**config.mk**
```make
export PLATFORM = sky130hd
export DESIGN_NAME = edgc_front
export DESIGN_NICKNAME = d
export VERILOG_FILES = /design/src/rtl/core/edgc_pkg.sv /design/src/rtl/core/edgc_front.sv
export SDC_FILE = /design/constraint.sdc
export NUM_CORES = 1
export LEC_CHECK = 0
export BUFFER_PORTS_ARGS = -buffer_cell sky130_fd_sc_hd__buf_2
export CORE_ASPECT_RATIO = 1.5
export CORE_MARGIN = 10
export CORE_UTILIZATION = 45
export DETAILED_ROUTE_END_ITERATION = 16
export GPL_TIMING_DRIVEN = 0
export PLACE_DENSITY = 0.71
export SLEW_MARGIN = 0
export SYNTH_ARGS = -nofsm -noshare
export SYNTH_HDL_FRONTEND = slang
export SYNTH_SLANG_ARGS = --single-unit
```
**constraint.sdc**
```tcl
create_clock -name vclk -period 10.55
set_input_delay 1.5825 -clock vclk [all_inputs]
set_output_delay 1.5825 -clock vclk [all_outputs]
set_load 0.01 [all_outputs]
```
**src/rtl/core/edgc_pkg.sv**
```systemverilog
// Shared types and register codes for the edge interface cut block.
`default_nettype none
package edgc_pkg;

	// Configuration register indexes
	localparam logic [2:0] REG_BOX_MIN_X = 3'd0;
	localparam logic [2:0] REG_BOX_MIN_Y = 3'd1;
	localparam logic [2:0] REG_BOX_MIN_Z = 3'd2;
	localparam logic [2:0] REG_BOX_MAX_X = 3'd3;
	localparam logic [2:0] REG_BOX_MAX_Y = 3'd4;
	localparam logic [2:0] REG_BOX_MAX_Z = 3'd5;

	// Q1.15 constants
	localparam logic [15:0] ONE_Q15  = 16'd32768;
	localparam logic [15:0] HALF_Q15 = 16'd16384;
	localparam int          FRAC_BITS = 15;

	// Class of one fraction lane after normalisation
	typedef enum logic [1:0] {
		CLS_ZERO = 2'd0,
		CLS_ONE  = 2'd1,
		CLS_DIV  = 2'd2
	} edgc_cls_t;

	// Per-edge control flags carried from front to back
	typedef struct packed {
		logic cut;    // labels differ
		logic bmode;  // exactly one end outside
		logic flip;   // first end is the outside one
	} edgc_ctl_t;

endpackage
`default_nettype wire

```
**src/rtl/core/edgc_front.sv**
```systemverilog
// Front end: classifies an edge and forms the normalised fraction operands.
`default_nettype none
module edgc_front #(
	parameter int CB = 16,
	parameter int VB = 16,
	parameter int LB = 4,
	parameter int NW = 20
) (
	input  wire logic [3*CB-1:0]          first_position,
	input  wire logic [3*CB-1:0]          second_position,
	input  wire logic [LB-1:0]            first_label,
	input  wire logic [LB-1:0]            second_label,
	input  wire logic                     first_outside,
	input  wire logic                     second_outside,
	input  wire logic signed [VB-1:0]     own_value_first,
	input  wire logic signed [VB-1:0]     own_value_second,
	input  wire logic signed [VB-1:0]     other_value_first,
	input  wire logic signed [VB-1:0]     other_value_second,
	input  wire logic [2:0][15:0]         box_lo,
	input  wire logic [2:0][15:0]         box_hi,
	output edgc_pkg::edgc_ctl_t           ctl,
	output logic [LB-1:0]                 label,
	output logic [3*CB-1:0]               from_pos,
	output logic [3*(CB+1)-1:0]           diff_pos,
	output edgc_pkg::edgc_cls_t [2:0]     lane_cls,
	output logic [3*(NW-1)-1:0]           lane_num,
	output logic [3*(NW-1)-1:0]           lane_den
);
	import edgc_pkg::*;

	localparam int UW = NW - 1;

	logic signed [CB-1:0] p1 [3];
	logic signed [CB-1:0] p2 [3];
	logic signed [CB-1:0] from_c [3];
	logic signed [CB-1:0] to_c [3];
	logic                 bmode;

	// Mode and end selection
	assign bmode = first_outside ^ second_outside;
	assign ctl.cut   = (first_label != second_label);
	assign ctl.bmode = bmode;
	assign ctl.flip  = bmode & first_outside;
	assign label = (bmode && (second_label < first_label)) ? second_label : first_label;

	genvar i;
	generate
		for (i = 0; i < 3; i++) begin : g_lane
			logic signed [NW-1:0] from_e, to_e, lo_e, hi_e;
			logic signed [NW-1:0] raw_num, raw_den, n, d;
			logic signed [CB:0]   diff;
			logic                 active;

			assign p1[i] = first_position[i*CB +: CB];
			assign p2[i] = second_position[i*CB +: CB];
			assign from_c[i] = ctl.flip ? p2[i] : p1[i];
			assign to_c[i]   = ctl.flip ? p1[i] : p2[i];
			assign from_e = NW'(from_c[i]);
			assign to_e   = NW'(to_c[i]);
			assign lo_e   = NW'($signed(box_lo[i]));
			assign hi_e   = NW'($signed(box_hi[i]));
			assign diff   = (CB+1)'(to_c[i]) - (CB+1)'(from_c[i]);
			assign from_pos[i*CB +: CB]         = from_c[i];
			assign diff_pos[i*(CB+1) +: (CB+1)] = diff;

			// Raw operands: box crossing per axis, or the field ratio on lane 0
			always_comb begin
				raw_num = '0;
				raw_den = '0;
				active  = 1'b0;
				if (bmode) begin
					raw_den = to_e - from_e;
					if (to_e > hi_e) begin
						raw_num = hi_e - from_e;
						active  = 1'b1;
					end else if (to_e < lo_e) begin
						raw_num = lo_e - from_e;
						active  = 1'b1;
					end
				end else if (i == 0) begin
					raw_num = NW'(own_value_first) - NW'(other_value_first);
					raw_den = NW'(other_value_second) - NW'(own_value_second) + raw_num;
					active  = 1'b1;
				end
			end

			// Sign normalisation and classification
			always_comb begin
				n = (raw_den < 0) ? -raw_num : raw_num;
				d = (raw_den < 0) ? -raw_den : raw_den;
				if (!active)
					lane_cls[i] = CLS_ONE;
				else if (d == 0 || n <= 0)
					lane_cls[i] = CLS_ZERO;
				else if (n >= d)
					lane_cls[i] = CLS_ONE;
				else
					lane_cls[i] = CLS_DIV;
			end
			assign lane_num[i*UW +: UW] = n[UW-1:0];
			assign lane_den[i*UW +: UW] = d[UW-1:0];
		end
	endgenerate

endmodule
`default_nettype wire

```
* Yosys cells after proc, flatten, opt, wreduce, memory -nomap -nowiden
Index checks and enable logic that the tools add are counted. W data, S select, Z words.
Operators by class: add/sub/neg operators 21, order comparisons 16, eq/ne operators 1, mux-type cells 43, bitwise gates (word level) 2, reductions and logical operators 7
Operators by type and width (number):
- $mux W20 | 18
- $sub A16 B16 Y17 | 14
- $neg A20 Y20 | 6
- $logic_not A32 Y1 | 3
- $mux W16 | 6
- $ge A20 B20 Y1 | 3
- $le A20 B1 Y1 const B | 3
- $lt A20 B1 Y1 const B | 3
- $gt A16 B16 Y1 | 3
- $lt A16 B16 Y1 | 3
- $add A17 B17 Y18 | 1
- $mux W2 | 9
- $mux W1 | 9
- $lt A4 B4 Y1 | 1
- $mux W4 | 1
- $ne A4 B4 Y1 | 1
- $logic_or A1 B1 Y1 | 3
- $and A1 B1 Y1 | 1
- $logic_and A1 B1 Y1 | 1
- $xor A1 B1 Y1 | 1
Word-level totals: register bits 0, bits of input ports 266, output and inout bits 226, logic and storage cells 90

* Logic depth before layout (Yosys ltp)
word-level depth 13, gate-level depth with buffers 42, mapped depth without buffers 35

* Worst setup path after synthesis
No wires, ideal clock.
kind input to output, start point input port second_outside, end point output port lane_cls[3] (netlist bit), arrival time 9.187 ns, required time 8.968 ns, setup slack -0.219 ns, cell stages on the path 42, path buffers 12, cell sequence inv_1 > ha_1 > buf_2 > buf_6 > buf_2 > buf_4 > buf_2 > buf_2 > buf_1 > clkbuf_1 > clkbuf_1 > clkbuf_1 > nand2_1 > o21ai_0 > ha_1 > and4_1 > and3_1 > a211oi_1 > (+6 left out) > ha_1 > o2111ai_1 > nand3_1 > xnor2_1 > and2_1 > ha_1 > a21o_1 > a21oi_1 > nor2b_1 > o21ai_0 > nand2b_1 > a21o_1 > a21oi_1 > nor3_1 > or4b_2 > o21ai_0 > and3_1 > nor3b_1
RTL lines:
- start, declared | RTL line edgc_front.sv:14 | input wire logic second_outside,
- end, declared | RTL line edgc_front.sv:25 | output edgc_pkg::edgc_cls_t [2:0] lane_cls,

==> out/results.txt <==
worst vdd ir: 0.0001736 V
sequential area share after synthesis: 0%
total routing resource utilization after global routing: 35.36%
Seq Cell Count: 0
Starting Density: 45.64%
yosys synthesis warning count: 0
first-pass GRT wire length: 159100 um
maximum number of pins on one net before global-route repair: 20
Post-Place Setup Slack: -2.785 ns
power density of the placed cells: 133.7 nW/um^2
count of nets after finishing: 4327
initial antenna violation count: 33
total standard cell area after synthesis: 21880 sq um
area added between synthesis and finish: 21.38%
WP data required: 8.97 ns
crit path max fanout: 10
Core Area: 47940 sq um
vias: 27780
floorplan die area: 58030 sq um
worst hold endpoint: label[1]
hold path depth: 3
post-route cell area: 26560 sq um
outcome: complete, no violations
number of clock buffer instances in the layout: 0
row count: 98
max incr delay on CP: 0.62 ns
clock network fraction of design power: 0%
Worst Setup Path Type: input port to primary output
Achievable Freq: 0.09646 GHz
Crit path arrival time: 8.78 ns
Worst-Margin Slew: 1.119 ns
cell with the biggest individual delay on the critical path: or4b_2
number of nets with antenna violations after routing: 0
fraction of layout instances using a drive strength above 1: 23.01%
final worst path period share: 98.27%
startpoint kind of the worst setup timing path: input port
DR DRC count: 0
Pleak: 12.66 nW
gate count of the mapped netlist: 3210
most instantiated library cell after synthesis: inv_1
largest cells by area after synthesis: ha_1 (17%), inv_1 (6.6%), o21ai_0 (5.0%), a21oi_1 (4.7%), xnor2_1 (4.6%)
fraction of synthesized cell area taken by the top area cell type: 16.98%
library cell occupying the most area in the post-synthesis netlist: ha_1
Routed wire per std cell: 24.78 um
I/O Buffers: 473
Final Hold Viols: 0
multi-input combinational cell area: 20760 sq um
cell internal power dissipation: 1.343 mW
placer's final routability congestion estimate: 1.112
DRC violation total after the first TritonRoute iteration: 2171
max-slew violation count: 0
synth cell count leaders: inv_1 (384), ha_1 (297), nand2_1 (242), o21ai_0 (220), a21oi_1 (204)
total grt overflow: 0
hold_sp: second_label[1]
final number of setup-violating endpoints: 0
cell area reported after detailed placement: 25110 sq um
share of power burned in registers: 0%
Crit. Startpoint: first_outside
tightest slew margin relative to the limit: 25.43%
average size of a mapped cell: 6.817 sq um
total length of routed wires: 109300 um
Min-Delay Path Class: input port to primary output
total net switching power: 2.208 mW
count of hold-fix buffers inserted at cts: 0
top-level port count: 492
average via count per standard cell: 6.294
minimum setup slack in the final design: 0.1828 ns
vertical extent of the die: 290.1 um
switch share: 62.19%
fill cell count: 4906
distinct cell type count after synthesis: 123
cell occurring most often along the worst timing path: clkbuf_2
# Max-Cap Violations: 0
estimated wirelength of the detail-placed design: 93010 um
1st-pass router iterations: 8
combinational share of power: 100.0%
width of the chip: 200.1 um
register area: 0 sq um
element type at the critical path end: primary output
via count of the first global-routing pass: 27140
min cycle time layout: 10.37 ns
-- routing by layer --
metal	GRT usage (%)	part of all wire [%]
met3	6.670	8.4
met4	30.06	9.6
met1	36.14	34
met5	0	0.14
met2	60.53	48
-- cell usage in the layout, fill, tap and decap left out, types with 44 or more instances in the layout --
cell,Yosys,layout
buf_2,21,491
inv_1,384,384
ha_1,297,290
nand2_1,242,238
nor2_1,200,196
a21oi_1,204,192
o21ai_0,220,190
xnor2_1,114,106
nor2b_1,94,93
nor3_1,82,81
nand2b_1,74,73
xor2_1,77,72
nand3_1,66,65
buf_4,12,61
a21o_1,57,57
nand4_1,54,54
mux2_2,52,51
maj3_1,47,47
mux2i_1,45,44
-- power by group through the flow --
stage | clock network [mW] | logic, mW | registers, mW
finish | 0.000000319 | 3.55 | 0
global route | 0.000000255 | 3.83 | 0
CTS | 0 | 3.35 | 0
detailed placement | 0 | 3.25 | 0
global placement | 0 | 3.23 | 0
floorplan | 0 | 2.14 | 0
-- worst max path at each step --
stage,end,slack (ns),cells past startpoint
after floorplan,lane_cls[1],0.009,34
after global placement,lane_cls[3],-2.90,43
after detailed placement,lane_cls[3],-2.79,43
after CTS,lane_cls[3],0.02,40
after global routing,lane_cls[3],-0.03,39
final,lane_cls[3],0.18,31
-- kinds of logic after synthesis --
group / after synthesis / share of synthesized area [%]
compound gates: 991 / 31.38
xor+xnor: 191 / 7.645
fa+ha+maj: 373 / 21.58
buf+inv: 498 / 9.040
mux: 100 / 5.003
other cells: 2 / 0.03432
simple gates: 1055 / 25.31
-- through the flow --
step | setup TNS, ns | cells | total power [mW] | hold WS (ns) | util (%)
2_1_floorplan | 0 | 3221 | 2.144 | 3.258 | -
3_3_place_gp | -49.76 | 4344 | 3.233 | 3.496 | 52.38
3_5_place_dp | -49.08 | 4344 | 3.251 | 3.499 | 52.38
4_1_cts | 0 | 4360 | 3.350 | 3.502 | 53.69
5_1_grt | -0.06043 | 4408 | 3.828 | 3.524 | 55.38
6_report | 0 | 4413 | 3.551 | 3.504 | 55.40
-- critical path, delay by kind of cell --
kind	cells	cell delay [ns]
XOR/XNOR	1	0.13
AND/OR/NAND/NOR	9	1.69
AO/OA/AOI/OAI	8	1.15
buffers and inverters	10	3.31
adder cells (fa/ha/maj)	3	0.88
-- final cells by class --
type	instances	share of cell area, %
multi-input combinational	2723	78.16
timing repair buffer	521	10.27
inverter	390	5.511
tap	650	3.062
buffer	104	2.760
antenna	25	0.2355
-- timing repair --
item,in CTS,in global routing
buffers inserted,19,29
pin swaps,19,38
gates resized for setup,128,156
endpoints found under the setup margin,72,6
(Power assumes the default switching activity.)
