--- src/rtl/core/edgc_queue.sv ---
// Short first-in first-out queue between front and back.
`default_nettype none
module edgc_queue #(
	parameter int WIDTH = 8,
	parameter int DEPTH = 4
) (
	input  wire logic             clk,
	input  wire logic             arst_n,
	input  wire logic             wr_en,
	input  wire logic [WIDTH-1:0] wr_data,
	input  wire logic             rd_en,
	output logic [WIDTH-1:0]      rd_data,
	output logic                  full,
	output logic                  empty
);
	localparam int AW = (DEPTH > 1) ? $clog2(DEPTH) : 1;

	logic [WIDTH-1:0] slot_q [DEPTH];
	logic [AW-1:0]    wr_ptr_q, rd_ptr_q;
	logic [AW:0]      cnt_q;

	assign full    = (cnt_q == (AW+1)'(DEPTH));
	assign empty   = (cnt_q == '0);
	assign rd_data = slot_q[rd_ptr_q];

	// Storage
	always_ff @(posedge clk) begin
		if (wr_en)
			slot_q[wr_ptr_q] <= wr_data;
	end

	// Pointers and fill count
	always_ff @(posedge clk or negedge arst_n) begin
		if (!arst_n) begin
			wr_ptr_q <= '0;
			rd_ptr_q <= '0;
			cnt_q    <= '0;
		end else begin
			if (wr_en)
				wr_ptr_q <= (wr_ptr_q == AW'(DEPTH-1)) ? '0 : wr_ptr_q + 1'b1;
			if (rd_en)
				rd_ptr_q <= (rd_ptr_q == AW'(DEPTH-1)) ? '0 : rd_ptr_q + 1'b1;
			if (wr_en && !rd_en)
				cnt_q <= cnt_q + 1'b1;
			else if (rd_en && !wr_en)
				cnt_q <= cnt_q - 1'b1;
		end
	end

endmodule
`default_nettype wire

--- config.mk ---
export PLATFORM = sky130hd
export DESIGN_NAME = edgc_queue
export DESIGN_NICKNAME = d
export VERILOG_FILES = /design/src/rtl/core/edgc_queue.sv
export SDC_FILE = /design/constraint.sdc
export NUM_CORES = 1
export LEC_CHECK = 0
export BUFFER_PORTS_ARGS = -buffer_cell sky130_fd_sc_hd__buf_2
export CAP_MARGIN = 40
export CORE_ASPECT_RATIO = 1.25
export CORE_MARGIN = 2
export CORE_UTILIZATION = 50
export DETAILED_ROUTE_END_ITERATION = 16
export GPL_ROUTABILITY_DRIVEN = 0
export PLACE_DENSITY = 0.82
export SETUP_SLACK_MARGIN = 0.1
export SYNTH_ARGS = -nofsm -noshare
export SYNTH_HDL_FRONTEND = slang
export SYNTH_SLANG_ARGS = --single-unit
--- constraint.sdc ---
create_clock -name clk -period 1.4 [get_ports clk]
set_input_delay 0.07 -clock clk [delete_from_list [all_inputs] [get_ports clk]]
set_output_delay 0.07 -clock clk [all_outputs]
set_load 0.01 [all_outputs]
# Word level (Yosys, flattened, before mapping)
# Memories as Yosys holds them, arrays and structs flattened.
# Index checks and enable logic that the tools add are counted.
# word_totals
regBits,7
mem_bits_rw,32
output_inout_bits,10
n_memories,1
# classes
add_sub_neg,4
eq_ne,3
mux,6
reduce_logical,6
# memory_table
name,depth,word_bits,rd,rd_ports_with_merged_regs,wr,line_no,text
slot_q,4,8,1,0,1,18,logic [WIDTH-1:0] slot_q [DEPTH];
# ops
cell,n
2-to-1 mux 3 bit,2
"adder 2 x 1 -> 2 bit, second input constant",2
"equality test 2 bit, second input constant",2
2-to-1 mux 2 bit,2
"adder 3 x 1 -> 3 bit, second input constant",1
"equality test 3 bit, second input constant",1
logical NOT 3 bit,1
"subtractor 3 x 1 -> 3 bit, second input constant",1
logical AND 1 bit,2
logical NOT 1 bit,2
2-to-1 mux 1 bit,2
nonzero test 2 bit,1

# Depth between registers and ports, before layout
# Gate-level depths: netlist of the first run.
# logic_depth
depth_word,4
depth_mapped,7
depth_no_buf,7

# Least setup slack after synthesis of the first run
# No wires, ideal clock.
# synth_path
kind,reg-to-reg
startpoint,register cnt_q[0]
endpoint,register cnt_q[2]
setup_ps,79
arrival_ps,1216
t_required_ps,1321
path_slack_ps,105
path_stages_with_launch,5
path_buffers,0
cell_sequence,dfrtp_1 -> fa_1 -> xor2_1 -> nor2_1 -> xor2_1
# synth_between
elab_chain_cells,3
# synth_lines
item,line_no,text
"start, declared",20,logic [AW:0] cnt_q;
"start signal, assigned",44,cnt_q <= cnt_q + 1'b1;
"start signal, assigned",46,cnt_q <= cnt_q - 1'b1;
subtractor 3 x 1 -> 3 bit,46,
2-to-1 mux 3 bit,45,else if (rd_en && !wr_en)
2-to-1 mux 3 bit *,43,if (wr_en && !rd_en)
# Mark *: on every way between the ends. The rest lies on a longest branch, timed or not. The select of a mux whose other input is x is not followed.
# A chain may end at the register's enable or synchronous reset.

# Worst setup path in the final report of the first run
# layout_path
startpoint,register rd_ptr_q[0]
endpoint,output port rd_data[6]
# layout_between
elab_chain_cells,1
# layout_lines
item,line_no,text
"start, declared",19,"logic [AW-1:0] wr_ptr_q, rd_ptr_q;"
"start signal, assigned",42,rd_ptr_q <= (rd_ptr_q == AW'(DEPTH-1)) ? '0 : rd_ptr_q + 1'b1;
memory read (4 x 8 bit),n/a,
"end, declared",12,"output logic [WIDTH-1:0] rd_data,"
# No other way between the ends.

==> impl_metrics.ini, run 1 <==
[sta]
rsz0062_at_grt = true
finalHoldViolations = 0
tightestPinTransition_ps = 186
tns_ps = -1820
fin_hold_ws_ps = 71.0
layout_setup_ws_ps = -236
timing.final.max_slew_violations = 0
fin_crit_sh_pct = 117
period_minus_slack_ps = 1640
slew_headroom_pct = 87.6
setup-violations-final = 8
skew_ps = 7.65
max_freq_ghz = 0.611

[layout]
finalNonFillerCells = 165
n_antenna_cell = 0
multi_input_area_um2 = 412
final-seq-area_mm2 = 0.00114
most-common-layout-cells = 32 x edfxtp_1, 15 x buf_2, 10 x dlygate4sd3_1
drive_above_1_share_pct = 41.9
final_nets = 147
postLayoutCellArea_mm2 = 0.00204
syn_to_final_growth_pct = 29.7
final_common_cell = edfxtp_1
n_fill_cell = 189

[placement]
place_hpwl_um = 1930
placed_area_mm2 = 0.00180
place_inst = 144
port_buffers = 21

[clock_tree]
clockBufferDepth = 2
htreeDepth = 2
cts.clk_slew.worst_paths_ps = 110
cts_sinks = 39
root_buffer = clkbuf_4
insertion_delay_ps = 340
cts_tree = yes
numCtsBuffers = 5

[logic_synthesis]
ys_types = 18
ys_seq_area_share_pct = 72.4
ys_ff_latch = 39
syn_nets = 98
ys_warn_count = 0
netlist_area_mm2 = 0.00157
syn-instance-count = 79
avgSynthCellArea_um2 = 19.9

[setup_path]
r2r_start = cnt_q[1]
setup.worst_path.start_class = flip-flop
worst-r2r-setup-slack_ps = 80
rr_endpoint = cnt_q[2]
crit_path_end_kind = output pin
crit_required_ps = 1330
path_max_fanout = 8
r2r_cells = 4
critPathKind = flip-flop to output pin
cp_data_arrival_time_ps = 1570

[routing]
vias = 864
route.detailed.wl_per_inst_um = 16.1
routedLengthMet1_um = 1040
highest_layer = met4
totalWireLength_um = 2650
drtPass1Iterations = 4
wl_met2_um = 1450
first_iter_violations = 31
final_antenna_net_count = 0
avgViaCountPerCell = 5.24
post-route-drc-count = 0
met3_length_um = 117

[status]
violations = negative setup slack
status = finished with violations

[pwr]
power_leakage_nw = 0.794
p_per_area_mw_per_mm2 = 1840
ir_worst_vdd_uv = 1130

[global_routing]
grt_pass1_wl_um = 4150
grt_max_degree = 12
grt_pass1_vias = 893
antenna_found_initial = 0
grt.overflow.total = 0
grt_usage_pct = 17.3

[floorplanning]
die_w_um = 54.1
fp.coreArea_mm2 = 0.00297
ios = 22
fp-row-count = 22
initial_core_util_pct = 52.8
fp.dieArea_mm2 = 0.00361
die_h_um = 66.7

[flow_run]
cap_violations = 0

[min_path]
min_to = wr_ptr_q[0]
hold_path_depth = 3
min_path_type = primary input to flip-flop
hold_start = wr_en
-- critical path, cell delays in order (launching register included) --
cell	delay, ps
dfrtp_1	420
buf_12	160
mux4_2	510
buf_6	140
-- how the worst max path moves through the flow --
| stage | start | endpoint | slack (ps) |
|---|---|---|---|
| detailed placement | cnt_q[0] | cnt_q[2] | -1 |
| floorplan | cnt_q[0] | cnt_q[2] | 100 |
| global placement | cnt_q[0] | cnt_q[2] | 90 |
| finish | rd_ptr_q[0] | rd_data[6] | -240 |
| CTS | rd_ptr_q[0] | rd_data[1] | -260 |
| global route | rd_ptr_q[0] | rd_data[6] | -310 |
-- power breakdown --
part / internal [mW] / switching, mW
Clock: 0.186 / 0.341
Sequential: 1.52 / 0.151
Combinational: 0.916 / 0.629
-- area by class of cell --
type | count | share of cell area [%]
Clock inverter | 2 | 0.369
Multi-Input combinational cell | 33 | 20.2
Tap cell | 36 | 2.21
Clock buffer | 6 | 2.03
Timing Repair Buffer | 44 | 18.5
Inverter | 5 | 0.921
Sequential cell | 39 | 55.8
-- cells in the mapped netlist --
cell / count / area, um^2
and2_1: 4 / 25.0
buf_2: 1 / 5.00
buf_6: 1 / 11.3
dfrtp_1: 7 / 175
edfxtp_1: 32 / 961
fa_1: 1 / 20.0
ha_1: 6 / 75.1
inv_1: 5 / 18.8
mux2_2: 3 / 33.8
mux4_2: 8 / 180
nand2_1: 1 / 3.75
nand3_1: 1 / 5.00
nor2_1: 2 / 7.51
nor3_1: 1 / 5.00
nor3b_1: 1 / 7.51
o21ai_0: 2 / 10.0
xnor2_1: 1 / 8.76
xor2_1: 2 / 17.5
-- sequential cells by signal, indices dropped and copies added, names as in the netlist --
register and count:
wr_ptr_q 2, rd_ptr_q 2, slot_q 32, cnt_q 3
-- per-layer routing --
metal | GRT usage (%) | up-vias
met1 | 18.3 | 436
met4 | 6.88 | 0
met5 | 0 | -
met2 | 29.7 | 21
met3 | 7.17 | 6
li1 | - | 401
-- per-stage QoR --
stage / worst slack [ps] / total power [mW] / utilization [%]
after CTS: -255 / 3.60 / 66.3
after detailed placement: -1.23 / 2.98 / 60.7
final: -236 / 3.75 / 68.5
after floorplan: 105 / 2.44 / -
after global placement: 88.9 / 2.89 / 60.7
after global routing: -306 / 3.98 / 68.5
-- kinds of logic (layout without fill, tap and decap cells) --
group	Yosys count	after routing	synth area share, %
fa+ha+maj	7	7	6.06
mux	11	11	13.6
buf+inv	7	57	2.23
flops	39	39	72.4
xor+xnor	3	3	1.67
simple gates	10	10	3.43
compound gates	2	2	0.637
-- what timing repair did --
action | in CTS | in global routing
setup buffers | 2 | 1
endpoints found under the hold margin | 39 | 2
resized for setup | 4 | 10
hold buffers | 9 | 1
endpoints found under the setup margin | 10 | 27
pin swaps | 3 | 4
Note: power is estimated with default switching activity, not from simulation.
==> inputs of run 2 (changes only) <==
Settings changed: REMOVE_ABC_BUFFERS from default to 1.
==> run 2 against run 1 <==
Sequential cell count unchanged; via count decreased by 0.46%; combinational power hardly changed; non-clock buffer count is 1 higher; clock skew grew 0.55 ps; hold slack got worse by 57 ps; fmax up 0.89%; critical path depth unchanged; sequential share of layout area is 0.76 points lower; the run still ends with negative setup slack left; clock power grew 2%; die area stayed put; critical path type unchanged; global-route usage rose by 0.69 points.
==> impl_metrics.ini, run 2 (same netlist as run 1, synthesis figures left out) <==
[floorplanning]
fp.dieArea_mm2 = 0.00361
ios = 22
die_h_um = 66.7
die_w_um = 54.1
fp.coreArea_mm2 = 0.00297
fp-row-count = 22
initial_core_util_pct = 52.8

[global_routing]
antenna_found_initial = 0
grt_most_used_layer = met2
grt_pass1_wl_um = 4350
grt_pass1_vias = 914
grtUsageMet2_pct = 29.5
grt.overflow.total = 0
met3_usage_pct = 6.28
grt_usage_pct = 18.0
grt_use_met1_pct = 21.1
grt_max_degree = 13

[sta]
tightestPinTransition_ps = 168
slew_headroom_pct = 88.8
skew_ps = 8.20
finalHoldViolations = 0
period_minus_slack_ps = 1620
fin_crit_sh_pct = 116
setup-violations-final = 8
layout_setup_ws_ps = -221
timing.final.max_slew_violations = 0
rsz0062_at_grt = true
max_freq_ghz = 0.617
fin_hold_ws_ps = 13.7

[setup_path]
worst-path-buf-inv = 2
path_cells = buf_12 > mux4_2 > buf_6
crit_required_ps = 1330
cp_top_family = multiplexers
path_max_fanout = 8
critPathMaxStageDelay_ps = 520
critPathKind = flip-flop to output pin
crit_path_end_kind = output pin
setup.worst_path.start_class = flip-flop
crit_slowest_cell = mux4_2
worst-r2r-setup-slack_ps = 110
cp_data_arrival_time_ps = 1550

[clock_tree]
htreeDepth = 2
root_buffer = clkbuf_4
cts.clk_slew.worst_paths_ps = 110
clockBufferDepth = 2
numCtsBuffers = 5
cts_tree = yes
insertion_delay_ps = 340
cts_sinks = 39

[routing]
totalWireLength_um = 2660
route.detailed.wl_per_inst_um = 16.0
vias = 860
first_iter_violations = 18
final_antenna_net_count = 0
avgViaCountPerCell = 5.18
post-route-drc-count = 0
drtPass1Iterations = 4

[layout]
regMostFlops = slot_q
drive_above_1_share_pct = 46.2
n_fill_cell = 197
final_common_cell = edfxtp_1
largest_reg_flops = 32
finish.utilization_pct = 69.6
syn_to_final_growth_pct = 31.8
n_antenna_cell = 0
reg_top3 = slot_q: 32 flops, cnt_q: 3 flops
most-common-layout-cells = 32 x edfxtp_1, 16 x buf_2, 12 x dlygate4sd3_1
finalNonFillerCells = 166
final_nets = 148

[pwr]
p_sw_mw = 1.12
power_mw = 3.77
power_leakage_nw = 0.806
p_sw_share_pct = 29.8
combinationalPowerShare_pct = 41.1
pwr-share-clk_pct = 14.3
ir_worst_vdd_uv = 1130
seqPwrFrac_pct = 44.6
p_int_mw = 2.65
p_per_area_mw_per_mm2 = 1820

[flow_run]
cap_violations = 0

[status]
status = finished with violations
violations = negative setup slack

[placement]
place_inst = 142
place_hpwl_um = 1850
preCtsSetupSlack_ps = 4.19
port_buffers = 21

[min_path]
min_path_type = primary input to flip-flop
[run 2: cell count changes in the layout (fill, tap and decap cells not counted), sizes merged]
cell / change
buf: -1
clkinv: +1
clkbuf: -1
dlygate4sd3: +2
[run 2: area by class of cell]
class                   instances  area, um^2  area share (%)
clock buffers                   5        37.5            1.81
flip-flops and latches         39        1140            55.0
multi-input cells              33         414            20.0
clock inverters                 3        15.0           0.726
well taps                      36        45.0            2.18
repair buffers                 45         400            19.3
inverters                       5        18.8           0.907
[run 2: power groups by stage]
stage               clock (mW)  sequential, mW  combinational, mW
finish                   0.539            1.68               1.55
floorplan                    0            1.73              0.664
global placement             0            1.68               1.24
global route             0.601            1.71               1.69
CTS                      0.559            1.68               1.43
detailed placement           0            1.71               1.28
[run 2: final timing paths]
check,startpoint,to,cells after the start
max in group asynchronous,arst_n,cnt_q[1],2
min in group asynchronous,arst_n,cnt_q[2],2
worst min-delay path,rd_en,rd_ptr_q[0],2
worst max-delay path,rd_ptr_q[0],rd_data[1],3
worst min register to register,cnt_q[2],cnt_q[2],1
worst max register to register,cnt_q[1],cnt_q[2],4
[run 2: metrics by stage]
step | TNS, ps | area (um^2)
after floorplan | 0 | 1550
after global placement | 0 | 1810
after detailed placement | 0 | 1810
after CTS | -1810 | 2020
after global routing | -2040 | 2070
final | -1650 | 2070
[run 2: metal layers]
layer	up-vias	routed length [um]
li1	403	-
met1	428	1050
met2	24	1430
met3	5	143
met4	0	45
met5	-	0
[run 2: worst register-to-register path, delay by kind of cell, from the launching register on]
kind | cells | cell delay, ps
DFF | 1 | 450
adders and majority gates | 1 | 360
xor gates and xnor gates | 2 | 290
and+or+nand+nor | 1 | 120
[run 2: timing repair]
| item | CTS | global route |
|---|---|---|
| gates resized for setup | 4 | 10 |
| pin swaps | 3 | 2 |
| hold buffers | 12 | 0 |
| setup buffers | 3 | 1 |
| endpoints found under the setup margin | 10 | 29 |
| endpoints found under the hold margin | 42 | 0 |
